## src/rtl/mmp_pkg.sv

```systemverilog
// Package with the shared types and constants of the matrix power unit.
`timescale 1ns / 1ps
`default_nettype none
package mmp_pkg;
  localparam int DIM = 8;
  localparam int ELEM_WIDTH = 32;
  localparam int IDX_W = 3;
  localparam int CELLS = DIM * DIM;
  localparam int ADDR_W = 6;
  localparam int EXP_W = 63;

  localparam logic [1:0] MODE_LOAD_A = 2'd0;
  localparam logic [1:0] MODE_LOAD_B = 2'd1;
  localparam logic [1:0] MODE_MUL = 2'd2;
  localparam logic [1:0] MODE_POW = 2'd3;

  // Matrix slots held in the element memory.
  localparam logic [2:0] SLOT_A = 3'd0;
  localparam logic [2:0] SLOT_B = 3'd1;
  localparam logic [2:0] SLOT_BASE = 3'd2;
  localparam logic [2:0] SLOT_ACC = 3'd3;
  localparam logic [2:0] SLOT_TEMP = 3'd4;

  typedef struct packed {
    logic [1:0] mode;
    logic [2:0] row;
    logic [2:0] col;
    logic [31:0] value;
    logic [62:0] exponent;
  } in_item_t;

  typedef struct packed {
    logic [2:0] out_row;
    logic [2:0] out_col;
    logic [31:0] out_value;
    logic last;
  } out_item_t;

  typedef enum logic [3:0] {
    ST_IDLE, ST_INIT, ST_CHECK, ST_MUL, ST_COPY, ST_SHIFT, ST_EMIT, ST_EMIT_WAIT
  } state_t;

  // Request from the sequencer to the datapath.
  typedef struct packed {
    logic start_mul;
    logic [2:0] src_x;
    logic [2:0] src_y;
    logic [2:0] dst;
    logic start_copy;
    logic [2:0] copy_src;
    logic [2:0] copy_dst;
    logic ident;
  } dp_cmd_t;

  typedef struct packed {
    logic done;
  } dp_sts_t;
endpackage
`default_nettype wire

```

## src/rtl/mmp_datapath.sv

```systemverilog
// Multiply-accumulate, copy and identity engine over the element memory.
`timescale 1ns / 1ps
`default_nettype none
module mmp_datapath (
  input wire logic clk,
  input wire logic rst,
  input wire mmp_pkg::dp_cmd_t cmd,
  output mmp_pkg::dp_sts_t sts,
  output logic mem_we,
  output logic [8:0] mem_waddr,
  output logic [31:0] mem_wdata,
  output logic [8:0] mem_raddr,
  input wire logic [31:0] mem_rdata
);
  // Phases: x read, y read, y held, accumulate. Copy: read then write.
  logic busy, is_copy, is_ident;
  logic [1:0] phase;
  logic [2:0] src_x, src_y, dst;
  logic [2:0] i, j, k;
  logic [31:0] xval, acc;
  logic [31:0] prod;
  logic row_end, cell_end, k_end;
  logic we_next, done_next;

  assign prod = xval * mem_rdata;
  assign row_end = (j == 3'(mmp_pkg::DIM - 1));
  assign cell_end = row_end && (i == 3'(mmp_pkg::DIM - 1));
  assign k_end = (k == 3'(mmp_pkg::DIM - 1));

  // The y address is kept through phases 1 and 2 so that it is on the read data
  // when the accumulate phase uses it.
  always_comb begin
    mem_raddr = {src_x, i, k};
    if (phase == 2'd1 || phase == 2'd2) mem_raddr = {src_y, k, j};
    if (is_copy) mem_raddr = {src_x, i, j};
  end

  always_comb begin
    we_next = 1'b0;
    done_next = 1'b0;
    if (busy) begin
      if (is_ident) begin
        we_next = 1'b1;
      end else if (is_copy) begin
        we_next = (phase != 2'd0);
      end else begin
        we_next = (phase == 2'd3) && k_end;
      end
      done_next = we_next && cell_end;
    end
  end

  always_ff @(posedge clk) begin
    if (rst) begin
      busy <= 1'b0;
      is_copy <= 1'b0;
      is_ident <= 1'b0;
      phase <= 2'd0;
      mem_we <= 1'b0;
      sts.done <= 1'b0;
    end else begin
      mem_we <= we_next;
      sts.done <= done_next;
      if (!busy) begin
        if (cmd.start_mul || cmd.start_copy || cmd.ident) begin
          busy <= 1'b1;
          is_copy <= cmd.start_copy;
          is_ident <= cmd.ident;
          src_x <= cmd.start_copy ? cmd.copy_src : cmd.src_x;
          src_y <= cmd.src_y;
          dst <= cmd.start_copy ? cmd.copy_dst : cmd.dst;
          i <= '0; j <= '0; k <= '0; phase <= 2'd0; acc <= '0;
        end
      end else begin
        if (we_next) begin
          mem_waddr <= {dst, i, j};
          j <= row_end ? 3'd0 : j + 3'd1;
          if (row_end) i <= i + 3'd1;
        end
        if (done_next) begin
          busy <= 1'b0;
          is_copy <= 1'b0;
          is_ident <= 1'b0;
        end
        if (is_ident) begin
          mem_wdata <= (i == j) ? 32'd1 : 32'd0;
        end else if (is_copy) begin
          phase <= (phase == 2'd0) ? 2'd1 : 2'd0;
          mem_wdata <= mem_rdata;
        end else begin
          case (phase)
            2'd0: phase <= 2'd1;
            2'd1: begin
              xval <= mem_rdata;
              phase <= 2'd2;
            end
            2'd2: phase <= 2'd3;
            default: begin
              phase <= 2'd0;
              if (k_end) begin
                mem_wdata <= acc + prod;
                acc <= '0;
                k <= '0;
              end else begin
                acc <= acc + prod;
                k <= k + 3'd1;
              end
            end
          endcase
        end
      end
    end
  end
endmodule
`default_nettype wire

```

## config.mk

```make
export PLATFORM = sky130hd
export DESIGN_NAME = mmp_datapath
export DESIGN_NICKNAME = d
export VERILOG_FILES = /design/src/rtl/mmp_pkg.sv /design/src/rtl/mmp_datapath.sv
export SDC_FILE = /design/constraint.sdc
export NUM_CORES = 1
export LEC_CHECK = 0
export ABC_AREA = 1
export CAP_MARGIN = 30
export CORE_ASPECT_RATIO = 0.75
export CORE_UTILIZATION = 60
export CTS_CLUSTER_DIAMETER = 80
export DETAILED_ROUTE_END_ITERATION = 16
export DONT_BUFFER_PORTS = 1
export HOLD_SLACK_MARGIN = 0.08
export PLACE_DENSITY = 0.79
export SYNTH_ARGS = -nofsm -noshare
export SYNTH_HDL_FRONTEND = slang
export SYNTH_SLANG_ARGS = --single-unit
```

## constraint.sdc

```tcl
create_clock -name clk -period 12 [get_ports clk]
set_input_delay 1.2 -clock clk [delete_from_list [all_inputs] [get_ports clk]]
set_output_delay 1.2 -clock clk [all_outputs]
set_load 0.05 [all_outputs]
```

[Yosys cells after proc, flatten, opt, wreduce, memory -nomap -nowiden]
Cells that the tools add are included.
Operators by class
  add/subtract/negate cells: 4
  multipliers: 1
  equality and inequality tests: 14
  mux-type cells: 46
  bitwise gates (word level): 4
  reductions and logical operators: 20
Operators with widths (count)
  $mux W32: 10
  $mux W3: 14
  $add A32 B32 Y32: 1
  $mul A32 B32 Y32: 1
  $mux W9: 2
  $mux W1: 15
  $reduce_and A5 Y1: 2
  $add A3 B1 Y3 const B: 3
  $eq A3 B3 Y1 const B: 3
  $reduce_and A3 Y1: 3
  $mux W2: 4
  $reduce_and A4 Y1: 2
  $ne A2 B1 Y1 const B: 3
  $ne A2 B2 Y1 const B: 3
  $pmux W2 S3: 1
  $eq A2 B2 Y1 const B: 2
  $not A1 Y1: 4
  $reduce_and A2 Y1: 2
  $reduce_bool A2 Y1: 2
  $eq A3 B3 Y1: 1
  $logic_and A1 B1 Y1: 3
  $logic_or A1 B1 Y1: 3
  $ne A3 B1 Y1 const B: 1
  $reduce_bool A3 Y1: 1
  other kinds (3): 3
Word-level totals
  bits in registers: 130
  output and inout port bits: 52
  word-level logic and storage cells: 105

[Depth between registers and ports, before layout]
  depth after elaboration: 9
  mapped depth: 33

[Worst setup path after synthesis]
Ideal clock, no wire load.
  path type: in2reg
  from: input mem_rdata[3]
  to: register mem_wdata[28] (data pin)
  library setup time: 0.249 ns
  arrival time: 7.379 ns
  required time: 11.751 ns
  path slack: 4.372 ns
  stages on the path: 29
  buffers on the path: 2
  cell sequence: clkbuf_1 clkbuf_1 nand2_1 fa_1 fa_1 inv_1 fa_1 inv_1 fa_1 inv_1 fa_1 inv_1 fa_1 fa_1 fa_1 inv_1 ha_1 nand2_1 nor2_1 and3_1 nand4_1 nand3_1 a21oi_1 o21ai_2 nand2_1 nand3_1 nand3_1 nand2_1 inv_1
On the way
  cells in the longest elaborated chain, start to end: 6
Ends and longest elaborated chain
  start: declaration: RTL line mmp_datapath.sv:13  | input wire logic [31:0] mem_rdata
  $mul A32 B32 Y32: RTL line mmp_datapath.sv:25  | assign prod = xval * mem_rdata;
  $add A32 B32 Y32: RTL line mmp_datapath.sv:101  | mem_wdata <= acc + prod;
  $mux W32: RTL line mmp_datapath.sv:100  | if (k_end) begin
  $mux W32: RTL line mmp_datapath.sv:91  | case (phase)
  $mux W32: RTL line mmp_datapath.sv:87  | end else if (is_copy) begin
  $mux W32: RTL line mmp_datapath.sv:85  | if (is_ident) begin
  end signal: assignment: RTL line mmp_datapath.sv:86  | mem_wdata <= (i == j) ? 32'd1 : 32'd0;
  end signal: assignment: RTL line mmp_datapath.sv:89  | mem_wdata <= mem_rdata;
  end signal: assignment: RTL line mmp_datapath.sv:101
  end: declaration: RTL line mmp_datapath.sv:11  | output logic [31:0] mem_wdata,
Every way passes these cells. The select of a mux whose other input is x is not followed.
A chain may end at the register's enable or synchronous reset.

[Worst setup path in the final report]
  from: register xval[3]
  to: register mem_wdata[25] (data pin)
On the way
  cells in the longest elaborated chain, start to end: 6
Ends and longest elaborated chain
  start: declaration: RTL line mmp_datapath.sv:20  | logic [31:0] xval, acc;
  start signal: assignment: RTL line mmp_datapath.sv:94  | xval <= mem_rdata;
  $mul A32 B32 Y32: RTL line mmp_datapath.sv:25
  $add A32 B32 Y32: RTL line mmp_datapath.sv:101
  $mux W32: RTL line mmp_datapath.sv:100
  $mux W32: RTL line mmp_datapath.sv:91
  $mux W32: RTL line mmp_datapath.sv:87
  $mux W32: RTL line mmp_datapath.sv:85
Every way passes these cells. The select of a mux whose other input is x is not followed.

==> reports/qor.csv <==
metric,value,unit
die-width,228.1,µm
tritoncts_num_sinks,130,
clkLatencyLatePin,450,ps
layout-drive-gt1-share,0.03034,
finalNetCount,3379,
final.setup.tns,0,ps
cell_count_after_synthesis,2845,
cts_htree_levels,4,
firstDrtPassIters,5,
netlist_area,23000,µm²
num-fill-cells,3101,
kind_of_path_behind_the_tightest_hold_check,flip-flop to flip-flop,
final_max_slew_viol_count,0,
required,12210,ps
clock_tree.buffer_depth,2,
finalWirelength,61480,µm
status,finished clean,
drc,0,
pin_count_of_the_biggest_net_entering_global_routing,63,
dpl.hpwl,47720,µm
synth-async-reset-ratio,0,
report.final.setup_viol,0,
synth_seq_cells,130,
grt_antenna_before_repair,0,
synthesis.nets,3468,
gp_congestion,0.9460,
final-hold-violation-count,0,
ys.flop_type,sky130_fd_sc_hd__edfxtp_1,
io_buffer_count,0,
wl_per_cell,18.78,µm
synth_area_per_cell,8.085,µm²
setup_repair_after_global_routing_missed_its_margin,no,
path_max_fanout,16,
worst_slew_margin_rel,0.2960,
critical_path_data_arrival_time,8040,ps
cts_tree,built,
routed-via-count,17587,
final.hold.worst_slack,418.5,ps
post-route-min-period,7833,ps
number_of_global_route_vias_before_repair,18408,
post_cts_hold_buffer_count,0,
fin_worst_skew,10.50,ps
cts-root-buf,sky130_fd_sc_hd__clkbuf_16,
die_area,39130,µm²
timing.fmax,127.7,MHz
placeableCoreArea,37400,µm²
rows,61,
clkSlewWorstSetupHoldPaths,70,ps
cts_repair_resize_count,0,
max_slew.worst_pin.slew,1056,ps
max_cap_violations,0,
synth-warning-count,0,
grt_first_pass_wirelength,98650,µm
path_class,flip-flop to flip-flop,
floorplan.initialDensity,0.6150,
post_cts.repair.setup_buffers,0,
antenna_left,0,
drt_iter0_markers,1616,
antenna-diode-count,0,
synth_seq_area_share,0.1667,
synth_cell_type_count,43,
die_h,171.6,µm
start_kind,flip-flop,
grt_overflow_total,0,
ios,104,
synth_edf_count,123,
final_min_period_over_clock_period,0.6528,
numCtsBuffers,17,
synthToLayoutAreaGrowth,3.579,%
grt.total_usage,0.3336,
post_drt_via_cell_ratio,5.373,
worstSetupEndpointType,flip-flop,
[path summary, 6_finish.rpt]
kind	from	to	slack [ps]	cells past startpoint
min	dst[1]$_DFFE_PP_	mem_waddr[7]$_DFFE_PP_	420	0
max	xval[3]$_DFFE_PP_	mem_wdata[25]$_SDFFCE_PP0P_	4170	27
min reg2reg	dst[1]$_DFFE_PP_	mem_waddr[7]$_DFFE_PP_	420	0
max reg2reg	xval[3]$_DFFE_PP_	mem_wdata[25]$_SDFFCE_PP0P_	4170	27
[cell usage after synthesis, types with 15 or more instances]
cell type                  number  area, µm²
sky130_fd_sc_hd__clkbuf_1      89      334.1
sky130_fd_sc_hd__nand3_1       54      270.3
sky130_fd_sc_hd__ha_1         133       1664
sky130_fd_sc_hd__nand2_1      784       2943
sky130_fd_sc_hd__o21ai_0       22      110.1
sky130_fd_sc_hd__inv_1        902       3386
sky130_fd_sc_hd__a21oi_1       52      260.3
sky130_fd_sc_hd__xnor2_1       18      157.7
sky130_fd_sc_hd__buf_2         15      75.07
sky130_fd_sc_hd__o211ai_1      20      150.1
sky130_fd_sc_hd__edfxtp_1     123       3694
sky130_fd_sc_hd__nor2_1        82      307.8
sky130_fd_sc_hd__fa_1         438       8768
sky130_fd_sc_hd__xor2_1        18      157.7
[metal layers]
| layer | share of wire | GRT usage | up-vias |
|---|---|---|---|
| li1 | - | - | 7829 |
| met3 | 0.11 | 0.07709 | 137 |
| met5 | 0 | 0 | - |
| met4 | 0.037 | 0.1243 | 0 |
| met1 | 0.39 | 0.4508 | 8685 |
| met2 | 0.46 | 0.5301 | 936 |
[through the flow]
step	cell area [µm²]	instances	setup WS (ps)	utilization
after floorplan	23000	2845	4372	-
after global placement	23210	3239	4210	0.6207
after detailed placement	23230	3240	4181	0.6213
after CTS	23800	3272	4273	0.6363
after global routing	23820	3273	3825	0.6370
final	23820	3273	4167	0.6370
[registers in the layout, indices dropped and copies added (netlist names)]
signal,flops
is_ident,1
mem_wdata,32
sts,1
k,3
j,3
mem_we,1
acc,32
is_copy,1
i,3
phase,2
mem_waddr,9
busy,1
src_x,3
dst,3
xval,32
src_y,3
[kinds of logic after synthesis]
family | after synthesis | synth area share
buffers and inverters | 1039 | 0.1727
AND/OR/NAND/NOR | 953 | 0.1622
adder cells (fa/ha/maj) | 571 | 0.4536
flip-flops | 130 | 0.1667
AO/OA/AOI/OAI | 114 | 0.03003
XOR/XNOR | 37 | 0.01442
multiplexers | 1 | 0.0004895
[placed cells by master, fill, tap and decap left out, types with 19 or more instances in the layout]
cell / netlist / layout
sky130_fd_sc_hd__nor2_1: 82 / 80
sky130_fd_sc_hd__edfxtp_1: 123 / 123
sky130_fd_sc_hd__inv_1: 902 / 902
sky130_fd_sc_hd__nand2_1: 784 / 784
sky130_fd_sc_hd__a21oi_1: 52 / 52
sky130_fd_sc_hd__nand3_1: 54 / 54
sky130_fd_sc_hd__o21ai_0: 22 / 19
sky130_fd_sc_hd__ha_1: 133 / 133
sky130_fd_sc_hd__fa_1: 438 / 438
sky130_fd_sc_hd__o211ai_1: 20 / 20
[critical path, cell delays in order, from the launching register on]
cell and delay [ps]:
sky130_fd_sc_hd__edfxtp_1 1050, sky130_fd_sc_hd__buf_4 410, sky130_fd_sc_hd__nand2_1 110, sky130_fd_sc_hd__fa_1 510, sky130_fd_sc_hd__inv_1 50, sky130_fd_sc_hd__fa_1 380, sky130_fd_sc_hd__fa_1 500, sky130_fd_sc_hd__inv_1 50
sky130_fd_sc_hd__fa_1 480, sky130_fd_sc_hd__inv_1 50, sky130_fd_sc_hd__fa_1 450, sky130_fd_sc_hd__ha_1 300, sky130_fd_sc_hd__fa_1 490, sky130_fd_sc_hd__inv_1 50, sky130_fd_sc_hd__fa_1 520, sky130_fd_sc_hd__inv_1 60
sky130_fd_sc_hd__ha_1 350, sky130_fd_sc_hd__a21oi_1 230, sky130_fd_sc_hd__o21ai_0 200, sky130_fd_sc_hd__a21oi_1 320, sky130_fd_sc_hd__nand2_2 140, sky130_fd_sc_hd__a21oi_4 190, sky130_fd_sc_hd__inv_2 50, sky130_fd_sc_hd__a21oi_2 130
sky130_fd_sc_hd__xor2_1 310, sky130_fd_sc_hd__nand2_1 100, sky130_fd_sc_hd__nand2_1 90, sky130_fd_sc_hd__inv_1 40
[cell type report]
cell class                 instances  area [µm²]  area share
multi-input combinational       1676       15210      0.6385
sequential                       130        3834      0.1609
inverter                         915        3435      0.1442
tap                              504       630.6     0.02647
clock buffer                      17       425.4     0.01786
timing repair buffer              16       152.6    0.006407
clock inverter                    15       136.4    0.005724
Power is not shown: default switching activity piles up to over one toggle a cycle in this logic, so the estimate is an artifact.
